==> config.mk <==
export PLATFORM = sky130hd
export DESIGN_NAME = jpeg_marker_validator
export DESIGN_NICKNAME = d
export VERILOG_FILES = /design/src/sv/jmv_pkg.sv /design/src/sv/jmv_parser.sv /design/src/sv/jmv_result_buf.sv /design/src/sv/jpeg_marker_validator.sv
export SDC_FILE = /design/constraint.sdc
export NUM_CORES = 1
export LEC_CHECK = 0
export BUFFER_PORTS_ARGS = -buffer_cell sky130_fd_sc_hd__buf_2
export CORE_ASPECT_RATIO = 0.9
export CORE_MARGIN = 2
export CORE_UTILIZATION = 30
export CTS_BUF_LIST = sky130_fd_sc_hd__clkbuf_4 sky130_fd_sc_hd__clkbuf_8
export DETAILED_ROUTE_END_ITERATION = 10
export SYNTH_ARGS = -nofsm -noshare
export SYNTH_HDL_FRONTEND = slang
export SYNTH_SLANG_ARGS = --single-unit
==> constraint.sdc <==
create_clock -name aclk -period 8.15 [get_ports aclk]
set_input_delay 2.0375 -clock aclk [delete_from_list [all_inputs] [get_ports aclk]]
set_output_delay 2.0375 -clock aclk [all_outputs]
set_load 0.03 [all_outputs]
==> src/sv/jmv_pkg.sv <==
// ----------------------------------------------------------------------------
// jmv_pkg
// Shared types and constants of the JPEG marker validator.
// ----------------------------------------------------------------------------
`timescale 1ns / 1ps

package jmv_pkg;

    localparam int unsigned POS_W = 17;
    localparam logic [POS_W-1:0] POS_MAX = 17'h1FFFF;
    localparam logic [POS_W-1:0] MAX_IMAGE_BYTES = 17'd65536;
    localparam logic [POS_W-1:0] MIN_IMAGE_BYTES = 17'd4;

    localparam logic [15:0] WIDTH_RESET  = 16'd160;
    localparam logic [15:0] HEIGHT_RESET = 16'd160;

    // register map, decoded on paddr[2]
    localparam logic REG_EXPECTED_WIDTH  = 1'b0;
    localparam logic REG_EXPECTED_HEIGHT = 1'b1;

    // marker codes
    localparam logic [7:0] MK_PREFIX = 8'hFF;
    localparam logic [7:0] MK_SOI    = 8'hD8;
    localparam logic [7:0] MK_EOI    = 8'hD9;
    localparam logic [7:0] MK_SOS    = 8'hDA;
    localparam logic [7:0] MK_RST0   = 8'hD0;
    localparam logic [7:0] MK_RST7   = 8'hD7;
    localparam logic [7:0] MK_TEM    = 8'h01;
    localparam logic [7:0] MK_SOF0   = 8'hC0;
    localparam logic [7:0] MK_SOF1   = 8'hC1;
    localparam logic [7:0] MK_SOF15  = 8'hCF;
    localparam logic [7:0] MK_DHT    = 8'hC4;
    localparam logic [7:0] MK_JPG    = 8'hC8;
    localparam logic [7:0] MK_DAC    = 8'hCC;
    localparam logic [7:0] SOF_PRECISION = 8'd8;

    typedef enum logic [3:0] {
        PH_SCAN,
        PH_MARKER,
        PH_LEN_HI,
        PH_LEN_LO,
        PH_SKIP,
        PH_SOF_LEN_HI,
        PH_SOF_LEN_LO,
        PH_SOF_BODY
    } phase_t;

    typedef struct packed {
        logic push;
        logic image_valid;
    } verdict_t;

endpackage

==> src/sv/jmv_parser.sv <==
// ----------------------------------------------------------------------------
// jmv_parser
// Per-byte marker walk; updates image state on each accepted item and
// issues the verdict on the last byte.
// ----------------------------------------------------------------------------
`timescale 1ns / 1ps

module jmv_parser #(
    parameter logic [jmv_pkg::POS_W-1:0] MAX_IMAGE_BYTES = jmv_pkg::MAX_IMAGE_BYTES
) (
    input  logic                          aclk,
    input  logic                          aresetn,
    input  logic                          item_accept,
    input  logic [7:0]                    data_byte,
    input  logic [jmv_pkg::POS_W-1:0]     image_length,
    input  logic                          is_last,
    input  logic [15:0]                   expected_width,
    input  logic [15:0]                   expected_height,
    output jmv_pkg::verdict_t             verdict
);

    logic [jmv_pkg::POS_W-1:0] position_reg, position_next;
    jmv_pkg::phase_t           phase_reg, phase_next;
    logic [15:0]               seg_len_reg, seg_len_next;
    logic [15:0]               skip_reg, skip_next;
    logic [2:0]                hdr_idx_reg, hdr_idx_next;
    logic [15:0]               cap_height_reg, cap_height_next;
    logic [15:0]               cap_width_reg, cap_width_next;
    logic                      dims_match_reg, dims_match_next;
    logic                      failed_reg, failed_next;
    logic                      stopped_reg, stopped_next;
    logic [7:0]                prev_byte_reg, prev_byte_next;

    logic [jmv_pkg::POS_W:0] pos_ext, len_ext;
    logic [15:0]             seg;
    logic [15:0]             skip_dec;
    logic                    is_sof;
    logic                    ok;

    assign pos_ext = {1'b0, position_reg};
    assign len_ext = {1'b0, image_length};
    assign seg     = {seg_len_reg[7:0], data_byte};
    assign is_sof  = (phase_reg == jmv_pkg::PH_SOF_LEN_LO);
    assign skip_dec = (skip_reg != 16'd0) ? skip_reg - 16'd1 : 16'd0;

    always_comb begin
        phase_next      = phase_reg;
        seg_len_next    = seg_len_reg;
        skip_next       = skip_reg;
        hdr_idx_next    = hdr_idx_reg;
        cap_height_next = cap_height_reg;
        cap_width_next  = cap_width_reg;
        dims_match_next = dims_match_reg;
        failed_next     = failed_reg;
        stopped_next    = stopped_reg;
        prev_byte_next  = data_byte;
        position_next   = (position_reg == jmv_pkg::POS_MAX) ? position_reg
                                                             : position_reg + 1'b1;

        if (position_reg == '0) begin
            if (data_byte != jmv_pkg::MK_PREFIX) failed_next = 1'b1;
        end else if (position_reg == {{(jmv_pkg::POS_W-1){1'b0}}, 1'b1}) begin
            if (data_byte != jmv_pkg::MK_SOI) failed_next = 1'b1;
        end else if (!failed_reg && !stopped_reg) begin
            case (phase_reg)
                jmv_pkg::PH_SCAN: begin
                    // no room left for a marker plus length
                    if (pos_ext + 18'd3 >= len_ext) begin
                        stopped_next = 1'b1;
                    end else if (data_byte == jmv_pkg::MK_PREFIX) begin
                        phase_next = jmv_pkg::PH_MARKER;
                    end
                end
                jmv_pkg::PH_MARKER: begin
                    // FF after FF is fill
                    if (data_byte != jmv_pkg::MK_PREFIX) begin
                        if (data_byte == jmv_pkg::MK_EOI || data_byte == jmv_pkg::MK_SOS) begin
                            stopped_next = 1'b1;
                        end else if (data_byte inside {[jmv_pkg::MK_RST0:jmv_pkg::MK_RST7]}
                                     || data_byte == jmv_pkg::MK_TEM) begin
                            phase_next = jmv_pkg::PH_SCAN;
                        end else if (pos_ext + 18'd3 > len_ext) begin
                            failed_next = 1'b1;
                        end else if (data_byte == jmv_pkg::MK_SOF0) begin
                            phase_next = jmv_pkg::PH_SOF_LEN_HI;
                        end else if (data_byte inside {[jmv_pkg::MK_SOF1:jmv_pkg::MK_SOF15]}
                                     && !(data_byte inside {jmv_pkg::MK_DHT, jmv_pkg::MK_JPG,
                                                            jmv_pkg::MK_DAC})) begin
                            failed_next = 1'b1;
                        end else begin
                            phase_next = jmv_pkg::PH_LEN_HI;
                        end
                    end
                end
                jmv_pkg::PH_LEN_HI: begin
                    seg_len_next = {8'd0, data_byte};
                    phase_next   = jmv_pkg::PH_LEN_LO;
                end
                jmv_pkg::PH_SOF_LEN_HI: begin
                    seg_len_next = {8'd0, data_byte};
                    phase_next   = jmv_pkg::PH_SOF_LEN_LO;
                end
                jmv_pkg::PH_LEN_LO, jmv_pkg::PH_SOF_LEN_LO: begin
                    seg_len_next = seg;
                    // position is at least 3 here
                    if (seg < 16'd2 || (pos_ext - 18'd1 + {2'b00, seg}) > len_ext
                        || (is_sof && seg < 16'd8)) begin
                        failed_next = 1'b1;
                    end else begin
                        skip_next    = seg - 16'd2;
                        hdr_idx_next = 3'd0;
                        if (seg == 16'd2) begin
                            phase_next = jmv_pkg::PH_SCAN;
                        end else begin
                            phase_next = is_sof ? jmv_pkg::PH_SOF_BODY : jmv_pkg::PH_SKIP;
                        end
                    end
                end
                jmv_pkg::PH_SKIP, jmv_pkg::PH_SOF_BODY: begin
                    if (phase_reg == jmv_pkg::PH_SOF_BODY) begin
                        case (hdr_idx_reg)
                            3'd0: if (data_byte != jmv_pkg::SOF_PRECISION) failed_next = 1'b1;
                            3'd1: cap_height_next = {data_byte, 8'd0};
                            3'd2: cap_height_next = {cap_height_reg[15:8], data_byte};
                            3'd3: cap_width_next  = {data_byte, 8'd0};
                            3'd4: begin
                                cap_width_next  = {cap_width_reg[15:8], data_byte};
                                dims_match_next = (cap_height_reg == expected_height) &&
                                    ({cap_width_reg[15:8], data_byte} == expected_width);
                            end
                            default: ;
                        endcase
                        if (hdr_idx_reg < 3'd5) hdr_idx_next = hdr_idx_reg + 3'd1;
                    end
                    skip_next = skip_dec;
                    if (skip_dec == 16'd0) phase_next = jmv_pkg::PH_SCAN;
                end
                default: phase_next = jmv_pkg::PH_SCAN;
            endcase
        end

        ok = (pos_ext + 18'd1 == len_ext)
             && image_length >= jmv_pkg::MIN_IMAGE_BYTES
             && image_length <= MAX_IMAGE_BYTES
             && prev_byte_reg == jmv_pkg::MK_PREFIX
             && data_byte == jmv_pkg::MK_EOI
             && !failed_next && dims_match_next;

        verdict.push        = item_accept && is_last;
        verdict.image_valid = ok;

        // verdict closes the image
        if (is_last) begin
            position_next   = '0;
            phase_next      = jmv_pkg::PH_SCAN;
            seg_len_next    = 16'd0;
            skip_next       = 16'd0;
            hdr_idx_next    = 3'd0;
            cap_height_next = 16'd0;
            cap_width_next  = 16'd0;
            dims_match_next = 1'b0;
            failed_next     = 1'b0;
            stopped_next    = 1'b0;
            prev_byte_next  = 8'd0;
        end
    end

    always_ff @(posedge aclk) begin
        if (!aresetn) begin
            position_reg   <= '0;
            phase_reg      <= jmv_pkg::PH_SCAN;
            seg_len_reg    <= 16'd0;
            skip_reg       <= 16'd0;
            hdr_idx_reg    <= 3'd0;
            cap_height_reg <= 16'd0;
            cap_width_reg  <= 16'd0;
            dims_match_reg <= 1'b0;
            failed_reg     <= 1'b0;
            stopped_reg    <= 1'b0;
            prev_byte_reg  <= 8'd0;
        end else if (item_accept) begin
            position_reg   <= position_next;
            phase_reg      <= phase_next;
            seg_len_reg    <= seg_len_next;
            skip_reg       <= skip_next;
            hdr_idx_reg    <= hdr_idx_next;
            cap_height_reg <= cap_height_next;
            cap_width_reg  <= cap_width_next;
            dims_match_reg <= dims_match_next;
            failed_reg     <= failed_next;
            stopped_reg    <= stopped_next;
            prev_byte_reg  <= prev_byte_next;
        end
    end

endmodule

==> src/sv/jmv_result_buf.sv <==
// ----------------------------------------------------------------------------
// jmv_result_buf
// Two-entry result buffer; output register plus one skid entry.
// ----------------------------------------------------------------------------
`timescale 1ns / 1ps

module jmv_result_buf (
    input  logic              aclk,
    input  logic              aresetn,
    input  jmv_pkg::verdict_t verdict,
    output logic              space_avail,
    output logic              m_tvalid,
    input  logic              m_tready,
    output logic              image_valid
);

    logic [1:0] count_reg, count_next;
    logic       head_reg, head_next;
    logic       tail_reg, tail_next;
    logic       pop;

    assign pop         = m_tvalid && m_tready;
    assign m_tvalid    = (count_reg != 2'd0);
    assign space_avail = (count_reg != 2'd2);
    assign image_valid = head_reg;

    always_comb begin
        count_next = count_reg;
        head_next  = head_reg;
        tail_next  = tail_reg;
        if (verdict.push && !pop) begin
            count_next = count_reg + 2'd1;
            if (count_reg == 2'd0) head_next = verdict.image_valid;
            else                   tail_next = verdict.image_valid;
        end else if (pop && !verdict.push) begin
            count_next = count_reg - 2'd1;
            head_next  = tail_reg;
        end else if (pop && verdict.push) begin
            // push is blocked when full, so one item is held here
            head_next = verdict.image_valid;
        end
    end

    always_ff @(posedge aclk) begin
        if (!aresetn) begin
            count_reg <= 2'd0;
        end else begin
            count_reg <= count_next;
        end
        head_reg <= head_next;
        tail_reg <= tail_next;
    end

endmodule

==> src/sv/jpeg_marker_validator.sv <==
// ----------------------------------------------------------------------------
// jpeg_marker_validator
// Byte-serial structural check of a baseline JPEG image.
// ----------------------------------------------------------------------------
// Usage:
//   The input stream carries one image byte per item: s_tdata holds the byte
//   and the total image length, s_tlast flags the final byte. Every byte is
//   checked in the cycle it is accepted; one byte per cycle is sustained while
//   s_tready is high. On the item with s_tlast set, a single verdict item
//   (m_tdata[0]) is issued on the output stream; no other byte produces output.
//   The image state is cleared after the verdict. Expected frame width and
//   height are set over the APB port (offset 0x0 and 0x4, reset 160) and
//   are to be written by the user only while no image is in flight; the block
//   does not enforce this. A stalled output receiver is absorbed by a two-entry
//   result buffer; s_tready drops only when two verdicts are waiting, so a
//   stall holds the input only while both buffer entries are occupied. Reset
//   (aresetn low, synchronous) clears the parse state and the buffer and
//   returns the size registers to 160; no clearing pass is needed.
// ----------------------------------------------------------------------------
`timescale 1ns / 1ps

module jpeg_marker_validator #(
    parameter logic [jmv_pkg::POS_W-1:0] MAX_IMAGE_BYTES = jmv_pkg::MAX_IMAGE_BYTES
) (
    input  logic        aclk,
    input  logic        aresetn,
    // data_byte [7:0], image_length [24:8], zero [31:25]
    input  logic [31:0] s_tdata,
    input  logic        s_tvalid,
    output logic        s_tready,
    input  logic        s_tlast,
    // image_valid [0], zero [7:1]
    output logic [7:0]  m_tdata,
    output logic        m_tvalid,
    input  logic        m_tready,
    input  logic        psel,
    input  logic        penable,
    input  logic        pwrite,
    input  logic [2:0]  paddr,
    input  logic [31:0] pwdata,
    output logic [31:0] prdata,
    output logic        pready
);

    logic [15:0]       exp_width_reg;
    logic [15:0]       exp_height_reg;
    logic              cfg_write;
    logic              item_accept;
    logic              image_valid;
    jmv_pkg::verdict_t verdict;

    assign pready    = 1'b1;
    assign cfg_write = psel && penable && pwrite && pready;

    always_ff @(posedge aclk) begin
        if (!aresetn) begin
            exp_width_reg  <= jmv_pkg::WIDTH_RESET;
            exp_height_reg <= jmv_pkg::HEIGHT_RESET;
        end else if (cfg_write) begin
            if (paddr[2] == jmv_pkg::REG_EXPECTED_WIDTH) exp_width_reg  <= pwdata[15:0];
            else                                         exp_height_reg <= pwdata[15:0];
        end
    end

    always_comb begin
        if (paddr[2] == jmv_pkg::REG_EXPECTED_HEIGHT) prdata = {16'd0, exp_height_reg};
        else                                          prdata = {16'd0, exp_width_reg};
    end

    assign item_accept = s_tvalid && s_tready;

    jmv_parser #(
        .MAX_IMAGE_BYTES (MAX_IMAGE_BYTES)
    ) u_parser (
        .aclk            (aclk),
        .aresetn         (aresetn),
        .item_accept     (item_accept),
        .data_byte       (s_tdata[7:0]),
        .image_length    (s_tdata[24:8]),
        .is_last         (s_tlast),
        .expected_width  (exp_width_reg),
        .expected_height (exp_height_reg),
        .verdict         (verdict)
    );

    jmv_result_buf u_result_buf (
        .aclk        (aclk),
        .aresetn     (aresetn),
        .verdict     (verdict),
        .space_avail (s_tready),
        .m_tvalid    (m_tvalid),
        .m_tready    (m_tready),
        .image_valid (image_valid)
    );

    assign m_tdata = {7'd0, image_valid};

endmodule

==> impl_results.md <==
* Initial drt markers at between 800 and 900
* Finished layout cell area at around 0.011 mm2
* Chip height at 174 um
* Num CTS Buffers at 17
* Nature of the critical path endpoint: flop
* Quantity of gates resized following cts at 0
* Site row count at slightly above 60
* Critical Path Fanout Max at 35
* Leading cell type by number of instances after synthesis: sky130_fd_sc_hd__nor2_1
* Critical Path Source Type: input port
* Register bit count reported by yosys at 118
* Switching Fraction at approximately 38%
* Data required time at the worst endpoint at approximately 8500 ps
* Max H-tree Level at 4
* Antenna-violating nets left at 0
* Initial Util at about 30%
* List of cells traversed by the critical path: buf_2 -> inv_1 -> ha_1 -> inv_1 -> ha_1 -> inv_1 -> fa_1 -> nand2b_1 -> a21oi_1 -> o41ai_1 -> o21ai_1 -> nor2_1 -> o21ai_0 -> xor2_1 -> ha_1 -> nand4_1 -> nor2_1 -> nand4_1 -> a221o_1 -> a31oi_1 -> nand3_1 -> a41o_1 -> o41ai_1
* Synthesized area per cell at about 7.4 um2
* Share of the cycle needed by the critical path after routing at around nine tenths
* Type of the worst setup path: in -> reg
* R2R Setup Slk at ~2300 ps
* Clock tree from TritonCTS: built
* Share of flip-flops with an asynchronous set or reset at 0%
* RR Startpoint: u_parser.position_reg[6]
* Core outline area at ~0.032 mm2
* Launch point of the worst hold path: u_parser.dims_match_reg
* Pin count of the biggest net entering global routing at 87
* Number of max-slew violations in the final report at 0
* Data arrival time of the worst path at about 7600 ps
* Die Width at around 190 um
* Placed inst area at between 0.01 and 0.015 mm2
* Launching instance or port of the critical path: s_tdata[1]
* Destination of the critical timing path: u_parser.skip_reg[10]
* Clk_skew at 20.4 ps
* Per-cell via count in the routed design at 5.21
* Post-placement cell count at 1722
* Fraction of post-synthesis cell area in the top cell type by area at 24.0%
* Clock buffer depth at 2
* Met1 routed wirelength after detailed routing at around 14000 um
* Total inserted antenna cells at 0
* Number of nets in the layout at about 1500
* Share of total power in sequential cells at between 30% and 40%
* Die outline area at roughly 0.034 mm2
* Worst r2r dst: u_parser.skip_reg[10]
* Top area cells in the synthesized netlist: sky130_fd_sc_hd__dfxtp_1 24%, sky130_fd_sc_hd__ha_1 11%, sky130_fd_sc_hd__nor2_1 5.8%
* Internal at just over 1 mW
* Clock insertion delay at the later pin of the skew report at 450 ps
* Combinational fraction of design power at a little under a third
* Ys Warns at 0
* Sum of negative setup slack at 0 ps
* Clk Tree Root Cell: sky130_fd_sc_hd__clkbuf_8
* Number of vias after detailed routing at about 9100
* Total standard cell area after synthesis at a little under 0.01 mm2
* DP Wirelength at roughly 22000 um
* Most used DFF post-synth: sky130_fd_sc_hd__dfxtp_1
* Power spent charging and discharging nets at around 0.63 mW
* Multi-input combinational cell area at ~0.0066 mm2
* Ranking of synthesized cells by instance count: 149 x sky130_fd_sc_hd__nor2_1, 146 x sky130_fd_sc_hd__nand2_1, 116 x sky130_fd_sc_hd__dfxtp_1, 99 x sky130_fd_sc_hd__a21oi_1, 99 x sky130_fd_sc_hd__inv_1
* Number of flip-flops in the largest register at 17
* Class of the most critical hold timing path: reg -> reg
* Routability congestion estimate from global placement at roughly 0.9
* Number of enable flip-flop cells after synthesis at 2
* Met2 wirelength from detailed routing at 12900 um
* Number of buffer cells added on primary ports at 68
* Cell depth of the worst flop-to-flop path at 21
* Largest vdd supply drop at roughly 0.00011 V
* Number of hold buffers added after CTS at 0
* Register area share after synthesis at 24.6%
* Cell Pwr Density at 157 mW/mm2
* Area used by sequential logic in the layout at about 0.0024 mm2
* Overflow left after global routing at 0
* Gate count of the mapped netlist at 1300
* Clk network pwr share at roughly a third
* Boundary pin count at between 100 and 150
* Post-CTS repair timing setup buffer count at 0
* Slew HR at 28.4%
* Slowest cell on crit path: sky130_fd_sc_hd__a41o_1
* Global router's overall resource usage at between 10% and 20%
* DRC viols at 0
* Initial antenna violation count at 0
* CTS clock-pin slew for the worst setup and hold paths at approximately 80 ps
* Filler cell count at approximately 3400
* Top Layer Used: met4
* Highest achievable clock rate at 0.138 GHz
* Layout cells sized above 1 at a little over a tenth
* Biggest area consumer among synthesized cells: sky130_fd_sc_hd__dfxtp_1
* # clock sinks at ~120
* First-pass iteration count of the detailed router at 6
* Layout Cells excl Fill at roughly 1800
* Reported max-cap violation count at 0
* Sum of internal, switching and leakage power at 1.67 mW
* Yosys cell types at a little over 70
* RSZ-0062 raised after global routing: no
* Final worst path period need at around 7200 ps
* Final count of negative-setup-slack endpoints at 0
* Sum of met3 wire segment lengths after detailed routing at approximately 1300 um
* Crit path largest cell delay at 630 ps
* Number of global-route vias before repair at 8515
* Final Hold Fails at 0
* Global-route wire length before repair at between 40000 and 50000 um
* Leakage power at between 4 and 5 nW
* Average wire length per cell after detail routing at 16.6 um
* Total length of routed wires at about 29000 um
* Pin slew with the least headroom to its limit at roughly 1100 ps
* Run status: complete, no violations
* Synth-to-Final Area Change at 9.52%
metrics by stage:
stage          hold slack (ps)  setup slack, ps  util, %
6_report                   457              929     33.3
5_1_grt                    473              414     33.3
4_1_cts                    458             1000     33.3
3_5_place_dp               448              556     32.1
3_3_place_gp               437              600     32.1
2_1_floorplan              429             1460        -
kinds of logic (layout without fill, tap and decap cells):
| family | Yosys count | in the layout | share of synthesized area, % |
|---|---|---|---|
| simple gates | 504 | 504 | 25.2 |
| xor+xnor | 103 | 103 | 9.32 |
| fa+ha+maj | 84 | 84 | 10.9 |
| flops | 118 | 118 | 24.6 |
| other cells | 2 | 24 | 0.0775 |
| compound gates | 243 | 243 | 15.3 |
| mux | 56 | 56 | 6.03 |
| buf+inv | 190 | 206 | 8.50 |
power groups by stage:
stage / combinational, mW / clock (mW) / sequential [mW]
3_5_place_dp: 0.494 / 0 / 0.639
3_3_place_gp: 0.486 / 0 / 0.638
4_1_cts: 0.497 / 0.550 / 0.626
2_1_floorplan: 0.384 / 0 / 0.631
6_report: 0.501 / 0.540 / 0.626
5_1_grt: 0.554 / 0.575 / 0.630
per-layer routing:
metal,up-vias,GRT usage (%)
met5,-,0
met3,48,2.17
met4,0,5.44
met1,4292,23.5
met2,294,27.0
li1,4510,-
worst min-delay path by stage:
stage,end,slack [ps],cells after the start
final,u_parser.dims_match_reg,460,2
after global routing,u_parser.dims_match_reg,470,2
after CTS,u_parser.dims_match_reg,460,2
after detailed placement,u_parser.dims_match_reg,450,2
after global placement,u_parser.dims_match_reg,440,2
after floorplan,u_parser.dims_match_reg,430,2
layout make-up:
cell class	instances	area share, %
Multi-Input combinational cell	1014	61.9
Timing Repair Buffer	73	3.56
Tap cell	416	4.91
Clock inverter	14	1.36
Clock buffer	18	2.28
Inverter	101	3.57
Sequential cell	118	22.5
cells in the final DEF, fill, tap and decap left out, types with 17 or more instances in the layout:
cell	count
sky130_fd_sc_hd__a21oi_1	99
sky130_fd_sc_hd__buf_2	68
sky130_fd_sc_hd__clkbuf_8	17
sky130_fd_sc_hd__conb_1	24
sky130_fd_sc_hd__dfxtp_1	116
sky130_fd_sc_hd__ha_1	83
sky130_fd_sc_hd__inv_1	98
sky130_fd_sc_hd__mux2_2	18
sky130_fd_sc_hd__mux2i_1	37
sky130_fd_sc_hd__nand2_1	146
sky130_fd_sc_hd__nand2b_1	20
sky130_fd_sc_hd__nand3_1	33
sky130_fd_sc_hd__nand4_1	25
sky130_fd_sc_hd__nor2_1	149
sky130_fd_sc_hd__nor3_1	28
sky130_fd_sc_hd__nor4_1	34
sky130_fd_sc_hd__o21ai_0	37
sky130_fd_sc_hd__xnor2_1	54
sky130_fd_sc_hd__xor2_1	49
worst max-delay path, delay by kind of cell:
family / cells / cell delay (ps)
simple gates: 6 / 890
xor+xnor: 1 / 100
buf+inv: 4 / 660
fa+ha+maj: 4 / 1190
compound gates: 8 / 2640
Power figures use the tool's default switching activity.
